$ cat src/bbsa_pkg.sv
// Shared types and constants of the stationarity audit unit.
`default_nettype none

package bbsa_pkg;

  localparam int CFG_IDX_W = 3;
  localparam int CFG_RESET_TOL = 0;
  localparam int CFG_RESET_DEFAULT = 66;

  typedef enum logic [CFG_IDX_W-1:0] {
    CFG_BOUND_TOL  = 3'd0,
    CFG_CONS_REL   = 3'd1,
    CFG_REL_MODE   = 3'd2,
    CFG_ABS_THR    = 3'd3,
    CFG_REL_THR    = 3'd4
  } cfg_reg_e;

  typedef enum logic [1:0] {
    ACT_INTERIOR = 2'd0,
    ACT_LOWER    = 2'd1,
    ACT_UPPER    = 2'd2
  } act_code_e;

  typedef enum logic [1:0] {
    MUL_SCALE = 2'd0,
    MUL_THR   = 2'd1,
    MUL_CONS  = 2'd2
  } mul_sel_e;

  typedef struct packed {
    logic     load_in;
    logic     classify;
    logic     mul_en;
    mul_sel_e mul_sel;
    logic     acc_en;
    logic     thr_load;
    logic     cons_load;
    logic     div_start;
    logic     out_load;
  } cmd_t;

  typedef struct packed {
    logic last;
    logic div_busy;
  } status_t;

endpackage

`default_nettype wire

$ cat src/bbsa_if.sv
// Word channels of the stationarity audit unit: coordinate input and result output.
`default_nettype none

interface bbsa_in_if #(
  parameter int DATA_WIDTH = 32
) ();
  logic                  valid;
  logic                  ready;
  logic [DATA_WIDTH-1:0] coord_value;
  logic [DATA_WIDTH-1:0] coord_gradient;
  logic                  gradient_finite;
  logic [DATA_WIDTH-1:0] lower_bound;
  logic                  lower_finite;
  logic [DATA_WIDTH-1:0] upper_bound;
  logic                  upper_finite;
  logic                  last_coord;
  logic [DATA_WIDTH-1:0] objective_value;
  logic                  objective_finite;
  logic [DATA_WIDTH-1:0] reported_value;
  logic                  reported_finite;

  modport source (
    output valid, coord_value, coord_gradient, gradient_finite, lower_bound,
           lower_finite, upper_bound, upper_finite, last_coord, objective_value,
           objective_finite, reported_value, reported_finite,
    input  ready
  );

  modport sink (
    input  valid, coord_value, coord_gradient, gradient_finite, lower_bound,
           lower_finite, upper_bound, upper_finite, last_coord, objective_value,
           objective_finite, reported_value, reported_finite,
    output ready
  );
endinterface

interface bbsa_out_if #(
  parameter int DATA_WIDTH = 32
) ();
  logic                  valid;
  logic                  ready;
  logic [1:0]            active_code;
  logic                  final_flag;
  logic [DATA_WIDTH-2:0] projected_norm;
  logic [DATA_WIDTH-2:0] raw_norm;
  logic                  raw_norm_valid;
  logic [DATA_WIDTH-2:0] scaled_norm;
  logic [DATA_WIDTH-2:0] threshold_used;
  logic                  is_stationary;
  logic                  is_consistent;
  logic                  objective_ok;

  modport source (
    output valid, active_code, final_flag, projected_norm, raw_norm, raw_norm_valid,
           scaled_norm, threshold_used, is_stationary, is_consistent, objective_ok,
    input  ready
  );

  modport sink (
    input  valid, active_code, final_flag, projected_norm, raw_norm, raw_norm_valid,
           scaled_norm, threshold_used, is_stationary, is_consistent, objective_ok,
    output ready
  );
endinterface

`default_nettype wire

$ cat src/box_bound_stationarity_audit_unit.sv
// Top level of the box-bound projected-gradient stationarity audit unit.
//
// Coordinates arrive one word at a time on in_ch and each one produces one
// result word on out_ch. A coordinate is tested against its finite bounds
// (within bound_tolerance), an outward gradient at an active bound is zeroed,
// and running maxima of the projected gradient, of the projected gradient
// times max(|x|,1) and of the raw gradient are kept. The word flagged
// last_coord closes the point: its result carries the summary (norms, the
// scaled norm over max(|f|,1), threshold, stationary and consistency verdicts)
// and the running maxima restart for the next point. The last coordinate also
// runs the restoring divider, which yields one quotient bit per cycle. One
// word is in flight at a time; results sit in an output register, so a new
// coordinate is taken while the previous result waits, and the block holds
// only when a second result is ready before the first one is taken.
// Configuration writes (cfg_we_i, cfg_idx_i, cfg_data_i) take effect at the
// next clock edge; issue them only while no word is in flight.
`default_nettype none

module box_bound_stationarity_audit_unit #(
  parameter int DATA_WIDTH = 32,
  parameter int FRAC_BITS  = 16
) (
  input  logic                           clk_i,
  input  logic                           rst_ni,
  input  logic                           cfg_we_i,
  input  logic [bbsa_pkg::CFG_IDX_W-1:0] cfg_idx_i,
  input  logic [DATA_WIDTH-2:0]          cfg_data_i,
  bbsa_in_if.sink                        in_ch,
  bbsa_out_if.source                     out_ch
);
  import bbsa_pkg::*;

  cmd_t    cmd;
  status_t status;
  logic    in_ready;
  logic    out_valid;

  // sequencer: handshakes and step commands
  bbsa_ctrl u_bbsa_ctrl (
    .clk_i       (clk_i),
    .rst_ni      (rst_ni),
    .in_valid_i  (in_ch.valid),
    .in_ready_o  (in_ready),
    .out_ready_i (out_ch.ready),
    .out_valid_o (out_valid),
    .status_i    (status),
    .cmd_o       (cmd)
  );

  // datapath: config registers, bound test, multiplier, maxima, divider, result register
  bbsa_dp #(
    .DATA_WIDTH (DATA_WIDTH),
    .FRAC_BITS  (FRAC_BITS)
  ) u_bbsa_dp (
    .clk_i              (clk_i),
    .rst_ni             (rst_ni),
    .cmd_i              (cmd),
    .status_o           (status),
    .cfg_we_i           (cfg_we_i),
    .cfg_idx_i          (cfg_idx_i),
    .cfg_data_i         (cfg_data_i),
    .coord_value_i      (in_ch.coord_value),
    .coord_gradient_i   (in_ch.coord_gradient),
    .gradient_finite_i  (in_ch.gradient_finite),
    .lower_bound_i      (in_ch.lower_bound),
    .lower_finite_i     (in_ch.lower_finite),
    .upper_bound_i      (in_ch.upper_bound),
    .upper_finite_i     (in_ch.upper_finite),
    .last_coord_i       (in_ch.last_coord),
    .objective_value_i  (in_ch.objective_value),
    .objective_finite_i (in_ch.objective_finite),
    .reported_value_i   (in_ch.reported_value),
    .reported_finite_i  (in_ch.reported_finite),
    .active_code_o      (out_ch.active_code),
    .final_flag_o       (out_ch.final_flag),
    .projected_norm_o   (out_ch.projected_norm),
    .raw_norm_o         (out_ch.raw_norm),
    .raw_norm_valid_o   (out_ch.raw_norm_valid),
    .scaled_norm_o      (out_ch.scaled_norm),
    .threshold_used_o   (out_ch.threshold_used),
    .is_stationary_o    (out_ch.is_stationary),
    .is_consistent_o    (out_ch.is_consistent),
    .objective_ok_o     (out_ch.objective_ok)
  );

  assign in_ch.ready  = in_ready;
  assign out_ch.valid = out_valid;

endmodule

`default_nettype wire

$ cat src/bbsa_div.sv
// Restoring divider, one quotient bit per cycle.
`default_nettype none

module bbsa_div #(
  parameter int DATA_WIDTH = 32,
  parameter int FRAC_BITS  = 16
) (
  input  logic                            clk_i,
  input  logic                            rst_ni,
  input  logic                            start_i,
  input  logic [DATA_WIDTH+FRAC_BITS-2:0] num_i,
  input  logic [DATA_WIDTH-1:0]           den_i,
  output logic                            busy_o,
  output logic [DATA_WIDTH+FRAC_BITS-2:0] quot_o
);

  localparam int NumW = DATA_WIDTH + FRAC_BITS - 1;
  localparam int CntW = $clog2(NumW);

  logic [NumW-1:0]       quot_q;
  logic [DATA_WIDTH-1:0] rem_q;
  logic [DATA_WIDTH-1:0] den_q;
  logic [CntW-1:0]       cnt_q;
  logic                  busy_q;
  logic [DATA_WIDTH:0]   trial;
  logic                  fits;

  assign trial = {rem_q, quot_q[NumW-1]};
  assign fits  = trial >= {1'b0, den_q};

  always_ff @(posedge clk_i or negedge rst_ni) begin
    if (!rst_ni) begin
      busy_q <= 1'b0;
      cnt_q  <= '0;
    end else if (start_i) begin
      busy_q <= 1'b1;
      cnt_q  <= CntW'(NumW - 1);
    end else if (busy_q) begin
      cnt_q <= cnt_q - 1'b1;
      if (cnt_q == '0) begin
        busy_q <= 1'b0;
      end
    end
  end

  always_ff @(posedge clk_i) begin
    if (start_i) begin
      quot_q <= num_i;
      rem_q  <= '0;
      den_q  <= den_i;
    end else if (busy_q) begin
      // shift in the next dividend bit, subtract when the divisor fits
      if (fits) begin
        rem_q <= DATA_WIDTH'(trial - {1'b0, den_q});
      end else begin
        rem_q <= trial[DATA_WIDTH-1:0];
      end
      quot_q <= {quot_q[NumW-2:0], fits};
    end
  end

  assign busy_o = busy_q;
  assign quot_o = quot_q;

endmodule

`default_nettype wire

$ cat src/bbsa_dp.sv
// Datapath of the stationarity audit: registers, bound test, shared multiplier, maxima, divider.
`default_nettype none

module bbsa_dp #(
  parameter int DATA_WIDTH = 32,
  parameter int FRAC_BITS  = 16
) (
  input  logic                                clk_i,
  input  logic                                rst_ni,
  input  bbsa_pkg::cmd_t                      cmd_i,
  output bbsa_pkg::status_t                   status_o,
  input  logic                                cfg_we_i,
  input  logic [bbsa_pkg::CFG_IDX_W-1:0]      cfg_idx_i,
  input  logic [DATA_WIDTH-2:0]               cfg_data_i,
  input  logic [DATA_WIDTH-1:0]               coord_value_i,
  input  logic [DATA_WIDTH-1:0]               coord_gradient_i,
  input  logic                                gradient_finite_i,
  input  logic [DATA_WIDTH-1:0]               lower_bound_i,
  input  logic                                lower_finite_i,
  input  logic [DATA_WIDTH-1:0]               upper_bound_i,
  input  logic                                upper_finite_i,
  input  logic                                last_coord_i,
  input  logic [DATA_WIDTH-1:0]               objective_value_i,
  input  logic                                objective_finite_i,
  input  logic [DATA_WIDTH-1:0]               reported_value_i,
  input  logic                                reported_finite_i,
  output logic [1:0]                          active_code_o,
  output logic                                final_flag_o,
  output logic [DATA_WIDTH-2:0]               projected_norm_o,
  output logic [DATA_WIDTH-2:0]               raw_norm_o,
  output logic                                raw_norm_valid_o,
  output logic [DATA_WIDTH-2:0]               scaled_norm_o,
  output logic [DATA_WIDTH-2:0]               threshold_used_o,
  output logic                                is_stationary_o,
  output logic                                is_consistent_o,
  output logic                                objective_ok_o
);
  import bbsa_pkg::*;

  localparam int DW   = DATA_WIDTH;
  localparam int PW   = 2 * DW;
  localparam int NumW = DW + FRAC_BITS - 1;
  localparam logic [DW-1:0] OneQ = {{(DW-1-FRAC_BITS){1'b0}}, 1'b1, {FRAC_BITS{1'b0}}};
  localparam logic [DW-2:0] MaxQ = {(DW-1){1'b1}};

  function automatic logic [DW-1:0] mag_f(input logic [DW-1:0] v);
    return v[DW-1] ? (~v + 1'b1) : v;
  endfunction

  function automatic logic [DW-2:0] sat_f(input logic [DW-1:0] u);
    return u[DW-1] ? MaxQ : u[DW-2:0];
  endfunction

  function automatic logic [DW-2:0] psat_f(input logic [PW-1:0] p);
    logic [PW-1:0] s;
    s = p >> FRAC_BITS;
    return (|s[PW-1:DW-1]) ? MaxQ : s[DW-2:0];
  endfunction

  // configuration
  logic [DW-2:0] tol_q, cons_rel_q, abs_thr_q, rel_thr_q;
  logic          rel_mode_q;

  // captured word
  logic [DW-1:0] x_q, g_q, lo_q, up_q, f_q, rep_q;
  logic          gfin_q, lofin_q, upfin_q, last_q, ffin_q, repfin_q;

  // classified operands
  act_code_e     code_q;
  logic [DW-2:0] ag_q, rg_q;
  logic [DW-1:0] sx_q, den_q;
  logic [DW:0]   opf_q, oprep_q, frdiff_q;

  // running state
  logic [DW-2:0] proj_max_q, scaled_max_q, raw_max_q;
  logic          all_fin_q;

  logic [PW-1:0] prod_q;
  logic [DW-2:0] thr_q;
  logic          cons_ok_q;

  // combinational classification
  logic signed [DW:0] lo_gap, up_gap, tol_s, fr_gap;
  logic               at_lo, at_up, zeroed, g_pos;
  logic [DW-1:0]      mag_g, mag_x, mag_f_val, mag_rep;
  logic [DW-2:0]      ag_d, sc_val;
  act_code_e          code_d;
  logic [DW-2:0]      mul_a;
  logic [DW:0]        mul_b;
  logic [NumW-1:0]    quot;
  logic               div_busy;

  always_ff @(posedge clk_i or negedge rst_ni) begin
    if (!rst_ni) begin
      tol_q      <= (DW-1)'(CFG_RESET_TOL);
      cons_rel_q <= (DW-1)'(CFG_RESET_DEFAULT);
      rel_mode_q <= 1'b0;
      abs_thr_q  <= (DW-1)'(CFG_RESET_DEFAULT);
      rel_thr_q  <= (DW-1)'(CFG_RESET_DEFAULT);
    end else if (cfg_we_i) begin
      unique case (cfg_reg_e'(cfg_idx_i))
        CFG_BOUND_TOL: tol_q      <= cfg_data_i;
        CFG_CONS_REL:  cons_rel_q <= cfg_data_i;
        CFG_REL_MODE:  rel_mode_q <= cfg_data_i[0];
        CFG_ABS_THR:   abs_thr_q  <= cfg_data_i;
        CFG_REL_THR:   rel_thr_q  <= cfg_data_i;
        default: ;
      endcase
    end
  end

  always_ff @(posedge clk_i) begin
    if (cmd_i.load_in) begin
      x_q      <= coord_value_i;
      g_q      <= coord_gradient_i;
      gfin_q   <= gradient_finite_i;
      lo_q     <= lower_bound_i;
      lofin_q  <= lower_finite_i;
      up_q     <= upper_bound_i;
      upfin_q  <= upper_finite_i;
      last_q   <= last_coord_i;
      f_q      <= objective_value_i;
      ffin_q   <= objective_finite_i;
      rep_q    <= reported_value_i;
      repfin_q <= reported_finite_i;
    end
  end

  always_comb begin
    lo_gap    = $signed({x_q[DW-1], x_q}) - $signed({lo_q[DW-1], lo_q});
    up_gap    = $signed({up_q[DW-1], up_q}) - $signed({x_q[DW-1], x_q});
    tol_s     = $signed({2'b00, tol_q});
    at_lo     = lofin_q && (lo_gap <= tol_s);
    at_up     = upfin_q && (up_gap <= tol_s);
    g_pos     = !g_q[DW-1] && (|g_q);
    zeroed    = (at_lo && g_pos) || (at_up && g_q[DW-1]);
    mag_g     = mag_f(g_q);
    mag_x     = mag_f(x_q);
    mag_f_val = mag_f(f_q);
    mag_rep   = mag_f(rep_q);
    fr_gap    = $signed({f_q[DW-1], f_q}) - $signed({rep_q[DW-1], rep_q});
    if (zeroed) begin
      ag_d = '0;
    end else if (!gfin_q) begin
      ag_d = MaxQ;
    end else begin
      ag_d = sat_f(mag_g);
    end
    if (at_up) begin
      code_d = ACT_UPPER;
    end else if (at_lo) begin
      code_d = ACT_LOWER;
    end else begin
      code_d = ACT_INTERIOR;
    end
  end

  always_ff @(posedge clk_i) begin
    if (cmd_i.classify) begin
      code_q   <= code_d;
      ag_q     <= ag_d;
      rg_q     <= sat_f(mag_g);
      sx_q     <= (mag_x < OneQ) ? OneQ : mag_x;
      den_q    <= (mag_f_val < OneQ) ? OneQ : mag_f_val;
      opf_q    <= {1'b0, OneQ} + {1'b0, mag_f_val};
      oprep_q  <= {1'b0, OneQ} + {1'b0, mag_rep};
      frdiff_q <= fr_gap[DW] ? (~fr_gap + 1'b1) : fr_gap;
    end
  end

  // shared multiplier, one operand pair per cycle while mul_en is set
  always_comb begin
    unique case (cmd_i.mul_sel)
      MUL_SCALE: begin
        mul_a = ag_q;
        mul_b = {1'b0, sx_q};
      end
      MUL_THR: begin
        mul_a = rel_thr_q;
        mul_b = opf_q;
      end
      MUL_CONS: begin
        mul_a = cons_rel_q;
        mul_b = oprep_q;
      end
      default: begin
        mul_a = '0;
        mul_b = '0;
      end
    endcase
  end

  always_ff @(posedge clk_i) begin
    if (cmd_i.mul_en) begin
      prod_q <= {{(DW+1){1'b0}}, mul_a} * {{(DW-1){1'b0}}, mul_b};
    end
  end

  assign sc_val = psat_f(prod_q);

  always_ff @(posedge clk_i or negedge rst_ni) begin
    if (!rst_ni) begin
      proj_max_q   <= '0;
      scaled_max_q <= '0;
      raw_max_q    <= '0;
      all_fin_q    <= 1'b1;
    end else if (cmd_i.acc_en) begin
      if (ag_q > proj_max_q) begin
        proj_max_q <= ag_q;
      end
      if (sc_val > scaled_max_q) begin
        scaled_max_q <= sc_val;
      end
      if (gfin_q) begin
        if (rg_q > raw_max_q) begin
          raw_max_q <= rg_q;
        end
      end else begin
        all_fin_q <= 1'b0;
      end
    end else if (cmd_i.out_load && last_q) begin
      // drop the running state for the next point
      proj_max_q   <= '0;
      scaled_max_q <= '0;
      raw_max_q    <= '0;
      all_fin_q    <= 1'b1;
    end
  end

  always_ff @(posedge clk_i) begin
    if (cmd_i.thr_load) begin
      thr_q <= rel_mode_q ? sc_val : abs_thr_q;
    end
    if (cmd_i.cons_load) begin
      cons_ok_q <= {{(DW-1){1'b0}}, frdiff_q} <= (prod_q >> FRAC_BITS);
    end
  end

  bbsa_div #(
    .DATA_WIDTH (DATA_WIDTH),
    .FRAC_BITS  (FRAC_BITS)
  ) u_bbsa_div (
    .clk_i   (clk_i),
    .rst_ni  (rst_ni),
    .start_i (cmd_i.div_start),
    .num_i   ({scaled_max_q, {FRAC_BITS{1'b0}}}),
    .den_i   (den_q),
    .busy_o  (div_busy),
    .quot_o  (quot)
  );

  always_ff @(posedge clk_i) begin
    if (cmd_i.out_load) begin
      active_code_o    <= code_q;
      final_flag_o     <= last_q;
      projected_norm_o <= '0;
      raw_norm_o       <= '0;
      raw_norm_valid_o <= 1'b0;
      scaled_norm_o    <= '0;
      threshold_used_o <= '0;
      is_stationary_o  <= 1'b0;
      is_consistent_o  <= 1'b0;
      objective_ok_o   <= 1'b0;
      if (last_q) begin
        projected_norm_o <= proj_max_q;
        raw_norm_o       <= all_fin_q ? raw_max_q : '0;
        raw_norm_valid_o <= all_fin_q;
        objective_ok_o   <= ffin_q;
        if (ffin_q) begin
          scaled_norm_o    <= quot[DW-2:0];
          threshold_used_o <= thr_q;
          is_stationary_o  <= proj_max_q <= thr_q;
          is_consistent_o  <= repfin_q && cons_ok_q;
        end
      end
    end
  end

  assign status_o.last     = last_q;
  assign status_o.div_busy = div_busy;

endmodule

`default_nettype wire

$ cat src/bbsa_ctrl.sv
// Sequencer of the stationarity audit: steps one word through the datapath.
`default_nettype none

module bbsa_ctrl (
  input  logic              clk_i,
  input  logic              rst_ni,
  input  logic              in_valid_i,
  output logic              in_ready_o,
  input  logic              out_ready_i,
  output logic              out_valid_o,
  input  bbsa_pkg::status_t status_i,
  output bbsa_pkg::cmd_t    cmd_o
);
  import bbsa_pkg::*;

  typedef enum logic [3:0] {
    S_IDLE,
    S_CLASS,
    S_MUL,
    S_ACC,
    S_THR,
    S_CONS,
    S_CHK,
    S_DIV,
    S_EMIT
  } state_e;

  state_e state_q;
  logic   out_valid_q;
  logic   out_free;
  cmd_t   cmd;

  assign out_free = !out_valid_q || out_ready_i;

  always_comb begin
    cmd         = '0;
    cmd.mul_sel = MUL_SCALE;
    unique case (state_q)
      S_IDLE:  cmd.load_in = in_valid_i;
      S_CLASS: cmd.classify = 1'b1;
      S_MUL:   cmd.mul_en = 1'b1;
      S_ACC:   cmd.acc_en = 1'b1;
      S_THR: begin
        cmd.mul_en  = 1'b1;
        cmd.mul_sel = MUL_THR;
      end
      S_CONS: begin
        cmd.mul_en   = 1'b1;
        cmd.mul_sel  = MUL_CONS;
        cmd.thr_load = 1'b1;
      end
      S_CHK: begin
        cmd.cons_load = 1'b1;
        cmd.div_start = 1'b1;
      end
      S_DIV: ;
      S_EMIT:  cmd.out_load = out_free;
      default: ;
    endcase
  end

  always_ff @(posedge clk_i or negedge rst_ni) begin
    if (!rst_ni) begin
      state_q     <= S_IDLE;
      out_valid_q <= 1'b0;
    end else begin
      if (cmd.out_load) begin
        out_valid_q <= 1'b1;
      end else if (out_ready_i) begin
        out_valid_q <= 1'b0;
      end
      unique case (state_q)
        S_IDLE:  if (in_valid_i) state_q <= S_CLASS;
        S_CLASS: state_q <= S_MUL;
        S_MUL:   state_q <= S_ACC;
        S_ACC:   state_q <= status_i.last ? S_THR : S_EMIT;
        S_THR:   state_q <= S_CONS;
        S_CONS:  state_q <= S_CHK;
        S_CHK:   state_q <= S_DIV;
        S_DIV:   if (!status_i.div_busy) state_q <= S_EMIT;
        S_EMIT:  if (out_free) state_q <= S_IDLE;
        default: state_q <= S_IDLE;
      endcase
    end
  end

  assign in_ready_o  = (state_q == S_IDLE);
  assign out_valid_o = out_valid_q;
  assign cmd_o       = cmd;

endmodule

`default_nettype wire

$ cat src/flat_wrapper.sv
// flat-port wrapper written by rule: the top's interface ports become plain ports
module box_bound_stationarity_audit_unit_flat import bbsa_pkg::*;
#(
  parameter int DATA_WIDTH = 32,
  parameter int FRAC_BITS  = 16
)
  (clk_i, rst_ni, cfg_we_i, cfg_idx_i, cfg_data_i, in_ch_valid, in_ch_coord_value, in_ch_coord_gradient, in_ch_gradient_finite, in_ch_lower_bound, in_ch_lower_finite, in_ch_upper_bound, in_ch_upper_finite, in_ch_last_coord, in_ch_objective_value, in_ch_objective_finite, in_ch_reported_value, in_ch_reported_finite, in_ch_ready, out_ch_valid, out_ch_active_code, out_ch_final_flag, out_ch_projected_norm, out_ch_raw_norm, out_ch_raw_norm_valid, out_ch_scaled_norm, out_ch_threshold_used, out_ch_is_stationary, out_ch_is_consistent, out_ch_objective_ok, out_ch_ready);
  bbsa_in_if #(.DATA_WIDTH(DATA_WIDTH)) in_ch_i ();
  bbsa_out_if #(.DATA_WIDTH(DATA_WIDTH)) out_ch_i ();
  input  logic clk_i;
  input  logic rst_ni;
  input  logic cfg_we_i;
  input  logic [bbsa_pkg::CFG_IDX_W-1:0] cfg_idx_i;
  input  logic [DATA_WIDTH-2:0] cfg_data_i;
  input wire logic [$bits(in_ch_i.valid)-1:0] in_ch_valid;
  input wire logic [$bits(in_ch_i.coord_value)-1:0] in_ch_coord_value;
  input wire logic [$bits(in_ch_i.coord_gradient)-1:0] in_ch_coord_gradient;
  input wire logic [$bits(in_ch_i.gradient_finite)-1:0] in_ch_gradient_finite;
  input wire logic [$bits(in_ch_i.lower_bound)-1:0] in_ch_lower_bound;
  input wire logic [$bits(in_ch_i.lower_finite)-1:0] in_ch_lower_finite;
  input wire logic [$bits(in_ch_i.upper_bound)-1:0] in_ch_upper_bound;
  input wire logic [$bits(in_ch_i.upper_finite)-1:0] in_ch_upper_finite;
  input wire logic [$bits(in_ch_i.last_coord)-1:0] in_ch_last_coord;
  input wire logic [$bits(in_ch_i.objective_value)-1:0] in_ch_objective_value;
  input wire logic [$bits(in_ch_i.objective_finite)-1:0] in_ch_objective_finite;
  input wire logic [$bits(in_ch_i.reported_value)-1:0] in_ch_reported_value;
  input wire logic [$bits(in_ch_i.reported_finite)-1:0] in_ch_reported_finite;
  output wire logic [$bits(in_ch_i.ready)-1:0] in_ch_ready;
  output wire logic [$bits(out_ch_i.valid)-1:0] out_ch_valid;
  output wire logic [$bits(out_ch_i.active_code)-1:0] out_ch_active_code;
  output wire logic [$bits(out_ch_i.final_flag)-1:0] out_ch_final_flag;
  output wire logic [$bits(out_ch_i.projected_norm)-1:0] out_ch_projected_norm;
  output wire logic [$bits(out_ch_i.raw_norm)-1:0] out_ch_raw_norm;
  output wire logic [$bits(out_ch_i.raw_norm_valid)-1:0] out_ch_raw_norm_valid;
  output wire logic [$bits(out_ch_i.scaled_norm)-1:0] out_ch_scaled_norm;
  output wire logic [$bits(out_ch_i.threshold_used)-1:0] out_ch_threshold_used;
  output wire logic [$bits(out_ch_i.is_stationary)-1:0] out_ch_is_stationary;
  output wire logic [$bits(out_ch_i.is_consistent)-1:0] out_ch_is_consistent;
  output wire logic [$bits(out_ch_i.objective_ok)-1:0] out_ch_objective_ok;
  input wire logic [$bits(out_ch_i.ready)-1:0] out_ch_ready;
  assign in_ch_i.valid = in_ch_valid;
  assign in_ch_i.coord_value = in_ch_coord_value;
  assign in_ch_i.coord_gradient = in_ch_coord_gradient;
  assign in_ch_i.gradient_finite = in_ch_gradient_finite;
  assign in_ch_i.lower_bound = in_ch_lower_bound;
  assign in_ch_i.lower_finite = in_ch_lower_finite;
  assign in_ch_i.upper_bound = in_ch_upper_bound;
  assign in_ch_i.upper_finite = in_ch_upper_finite;
  assign in_ch_i.last_coord = in_ch_last_coord;
  assign in_ch_i.objective_value = in_ch_objective_value;
  assign in_ch_i.objective_finite = in_ch_objective_finite;
  assign in_ch_i.reported_value = in_ch_reported_value;
  assign in_ch_i.reported_finite = in_ch_reported_finite;
  assign in_ch_ready = in_ch_i.ready;
  assign out_ch_valid = out_ch_i.valid;
  assign out_ch_active_code = out_ch_i.active_code;
  assign out_ch_final_flag = out_ch_i.final_flag;
  assign out_ch_projected_norm = out_ch_i.projected_norm;
  assign out_ch_raw_norm = out_ch_i.raw_norm;
  assign out_ch_raw_norm_valid = out_ch_i.raw_norm_valid;
  assign out_ch_scaled_norm = out_ch_i.scaled_norm;
  assign out_ch_threshold_used = out_ch_i.threshold_used;
  assign out_ch_is_stationary = out_ch_i.is_stationary;
  assign out_ch_is_consistent = out_ch_i.is_consistent;
  assign out_ch_objective_ok = out_ch_i.objective_ok;
  assign out_ch_i.ready = out_ch_ready;
  box_bound_stationarity_audit_unit #(.DATA_WIDTH(DATA_WIDTH), .FRAC_BITS(FRAC_BITS)) u_core (.clk_i(clk_i), .rst_ni(rst_ni), .cfg_we_i(cfg_we_i), .cfg_idx_i(cfg_idx_i), .cfg_data_i(cfg_data_i), .in_ch(in_ch_i), .out_ch(out_ch_i));
endmodule
$ cat config.mk
export PLATFORM = sky130hd
export DESIGN_NAME = box_bound_stationarity_audit_unit_flat
export DESIGN_NICKNAME = d
export VERILOG_FILES = /design/src/bbsa_pkg.sv /design/src/bbsa_if.sv /design/src/box_bound_stationarity_audit_unit.sv /design/src/bbsa_div.sv /design/src/bbsa_dp.sv /design/src/bbsa_ctrl.sv /design/src/flat_wrapper.sv
export SDC_FILE = /design/constraint.sdc
export NUM_CORES = 2
export LEC_CHECK = 0
export ABC_CLOCK_PERIOD_IN_PS = 58500
export BUFFER_PORTS_ARGS = -buffer_cell sky130_fd_sc_hd__buf_2
export CAP_MARGIN = 20
export CORE_MARGIN = 2
export CORE_UTILIZATION = 45
export CTS_CLUSTER_SIZE = 20
export DETAILED_ROUTE_END_ITERATION = 8
export GPL_TIMING_DRIVEN = 0
export PLACE_DENSITY = 0.73
export SLEW_MARGIN = 20
export SYNTH_ARGS = -nofsm -noshare
export SYNTH_HDL_FRONTEND = slang
export SYNTH_SLANG_ARGS = --single-unit
$ cat constraint.sdc
create_clock -name clk_i -period 58.5 [get_ports clk_i]
set_input_delay 5.85 -clock clk_i [delete_from_list [all_inputs] [get_ports clk_i]]
set_output_delay 5.85 -clock clk_i [all_outputs]
set_load 0.02 [all_outputs]
==> flow_metrics.py <==
metrics = {
    "yosys": {
        "synthCells": 8342,
        "synth-main-ff-cell": "edfxtp_1",
        "synth.largest_area_cell": "edfxtp_1",
        "async_flop_share_pct": 23.6,
        "synth_area_um2": 83700,
        "ys_ff_latch": 978,
        "yosys.area.top_type_share_pct": 25.1,
        "syn_area_per_cell_um2": 10.0,
        "synth_edf_count": 699,
        "synth_cell_types": 98,
        "ys_top_cells_by_area": "edfxtp_1 25%, fa_1 21%, ha_1 9.1%, dfrtp_1 6.7%, inv_1 5.9%",
        "seq_area_frac_synth_pct": 33.2,
        "yosysWarnings": 0,
    },
    "routing": {
        "wl_met3_um": 34000,
        "wl_met2_um": 134000,
        "vias_per_cell": 5.80,
        "maxUsedRoutingLayer": "met5",
        "post_drt_wl_per_cell_um": 27.2,
        "drtIter0Drc": 7740,
        "wl_um": 312000,
        "drt_first_pass_iters": 6,
        "vias": 66400,
        "met1_length_um": 119000,
        "final_antenna_net_count": 0,
        "drc": 0,
    },
    "timing": {
        "slew_violations": 0,
        "period_share_pct": 22.3,
        "hold_viol": 0,
        "rsz0062_at_grt": "no",
        "fmaxAchievable_mhz": 76.6,
        "fin_crit_ns": 13.05,
        "skew_ns": 0.0511,
        "max-slew-margin-rel_pct": 6.83,
        "finalSetupTns_ns": 0,
        "setup_viol": 0,
        "worstMarginPinSlew_ns": 1.39,
    },
    "critical_path": {
        "end_kind": "flop",
        "worstSetupEndpoint": "u_core.u_bbsa_dp.prod_q[60]$_DFFE_PP_",
        "r2r_slack_ns": 45.45,
        "path_class": "reg -> reg",
        "worst_path_max_delay_cell": "clkbuf_1",
        "cp-start-kind": "flop",
        "cp_common_cell": "fa_1",
        "crit_start": "u_core.u_bbsa_ctrl.state_q[0]$_DFFE_PN0P_",
        "cp_max_fo": 10,
        "r2r-start": "u_core.u_bbsa_ctrl.state_q[0]$_DFFE_PN0P_",
        "r2r_end": "u_core.u_bbsa_dp.prod_q[60]$_DFFE_PP_",
        "cpPeakStageDelay_ns": 0.93,
        "crit_arrival_ns": 13.53,
        "cp.required_ns": 58.98,
        "r2r_cells": 31,
    },
    "hold_path": {
        "hold_depth": 0,
        "hp-class": "reg -> reg",
    },
    "global_route": {
        "antenna_found_initial": 30,
        "grt_max_degree": 88,
        "grt_usage_pct": 32.6,
        "overflow": 0,
        "grt_pass1_wl_um": 448000,
        "first_global_vias": 65800,
    },
    "cells_and_area": {
        "final_cell_mix": "1325 x inv_1, 901 x nand2_1, 898 x fa_1",
        "multi_input_area_um2": 49700,
        "mostFrequentLayoutCell": "inv_1",
        "fin_cells": 11500,
        "seq_area_um2": 27700,
        "final_util_pct": 50.3,
        "syn_to_final_growth_pct": 11.3,
        "fin_nets": 10600,
        "drive_above_1_share_pct": 9.02,
        "fill_cells": 16800,
    },
    "clocking": {
        "postCtsSetupRepairBufs": 0,
        "cts_tree": "yes",
        "cts.htree.levels": 3,
        "cts_resized": 0,
        "cts_root_buffer": "clkbuf_16",
        "holdBufCountCts": 0,
        "clock_path_buffers": 3,
        "cts-buffers-inserted": 102,
        "clkTransAtPathRegs_ns": 0.06,
        "insertion_delay_ns": 0.76,
        "clock_sinks": 978,
    },
    "die": {
        "die_h_um": 435,
        "start_util_pct": 45.2,
        "num_io_pins": 370,
        "coreArea_um2": 185000,
        "rows": 158,
        "die-area_um2": 189000,
        "die_w_um": 435,
    },
    "place": {
        "gp_congestion": 1.06,
        "placedCellCount": 11300,
        "port_buffers": 369,
        "dp.final_hpwl_um": 257000,
    },
    "flow_run": {
        "drv_cap": 0,
    },
    "status": {
        "status": "finished, final reports clean",
    },
}
[cell usage after synthesis (all sizes together), types with 99 or more instances]
master	n
fa	898
inv	1326
dfrtp	224
o21ai	263
mux2i	184
nand2	902
ha	611
a21o	217
xnor2	219
nor2	823
a21oi	368
nand3	99
clkbuf	318
edfxtp	699
[cell families after synthesis]
kind of cell | after synthesis | share of synthesized area, %
buffers and inverters | 1684 | 7.60
XOR/XNOR | 317 | 3.32
AO/OA/AOI/OAI | 1218 | 9.29
other | 1 | 0.00448
adder cells (fa/ha/maj) | 1509 | 30.6
multiplexers | 281 | 3.51
flip-flops | 978 | 33.2
AND/OR/NAND/NOR | 2354 | 12.5
[metal layers]
metal  up-vias  GRT usage [%]
li1      28500              -
met1     33100           42.2
met2      3887           48.6
met3       896           8.14
met4        10           21.8
met5         -              0
[cell type report]
cell class	count	area share, %
multi-input cells	5681	53.3
flip-flops and latches	978	29.8
inverters	1329	5.36
well taps	2480	3.33
clock buffers	115	2.87
repair buffers	428	2.69
plain buffers	355	1.49
clock inverters	75	1.10
diodes	17	0.0457
[worst max-delay path, delay by kind of cell, from the launching register on]
family / cells / cell delay (ns)
adder cells (fa/ha/maj): 9 / 4.41
AO/OA/AOI/OAI: 11 / 3.61
buffers and inverters: 8 / 3.55
flip-flops: 1 / 0.45
multiplexers: 1 / 0.39
AND/OR/NAND/NOR: 1 / 0.20
XOR/XNOR: 1 / 0.11
[sequential cells by signal, summed over array words and instances, names as in the netlist, 32 cells and up]
signal and cells:
u_core.u_bbsa_dp.rep_q 32, u_core.u_bbsa_dp.frdiff_q 33, u_core.u_bbsa_dp.up_q 32, u_core.u_bbsa_dp.f_q 32, u_core.u_bbsa_dp.den_q 32, u_core.u_bbsa_dp.opf_q 33
u_core.u_bbsa_dp.oprep_q 33, u_core.u_bbsa_dp.lo_q 32, u_core.u_bbsa_dp.x_q 32, u_core.u_bbsa_dp.prod_q 48, u_core.u_bbsa_dp.u_bbsa_div.quot_o 47, u_core.u_bbsa_dp.u_bbsa_div.den_q 32
u_core.u_bbsa_dp.sx_q 32, u_core.u_bbsa_dp.g_q 32, u_core.u_bbsa_dp.u_bbsa_div.rem_q 32
[metrics by stage]
stage	setup WS, ns	hold WS [ns]	instance area [um^2]
3_5_place_dp	45.87	0.405	89400
3_3_place_gp	21.20	0.403	88600
2_1_floorplan	32.36	0.400	83700
4_1_cts	45.82	0.419	93100
5_1_grt	45.29	0.433	93100
6_report	45.45	0.418	93100
[worst min path at each step]
| stage | from | to | slack [ns] |
|---|---|---|---|
| after detailed placement | u_core.u_bbsa_dp.den_q[0]$_SDFFCE_PN0P_ | u_core.u_bbsa_dp.u_bbsa_div.den_q[0]$_DFFE_PP_ | 0.40 |
| after global placement | u_core.u_bbsa_dp.den_q[10]$_SDFFCE_PN0P_ | u_core.u_bbsa_dp.u_bbsa_div.den_q[10]$_DFFE_PP_ | 0.40 |
| after global routing | u_core.u_bbsa_dp.den_q[10]$_SDFFCE_PN0P_ | u_core.u_bbsa_dp.u_bbsa_div.den_q[10]$_DFFE_PP_ | 0.43 |
| after floorplan | u_core.u_bbsa_dp.code_q[0]$_SDFFCE_PP0P_ | u_core.u_bbsa_dp.active_code_o[0]$_DFFE_PP_ | 0.40 |
| final | u_core.u_bbsa_dp.den_q[0]$_SDFFCE_PN0P_ | u_core.u_bbsa_dp.u_bbsa_div.den_q[0]$_DFFE_PP_ | 0.42 |
| after CTS | u_core.u_bbsa_dp.den_q[0]$_SDFFCE_PN0P_ | u_core.u_bbsa_dp.u_bbsa_div.den_q[0]$_DFFE_PP_ | 0.42 |
Power is left out: the tool's default activity adds up to more than one toggle a clock period on the data nets, which glitch-free logic cannot reach.
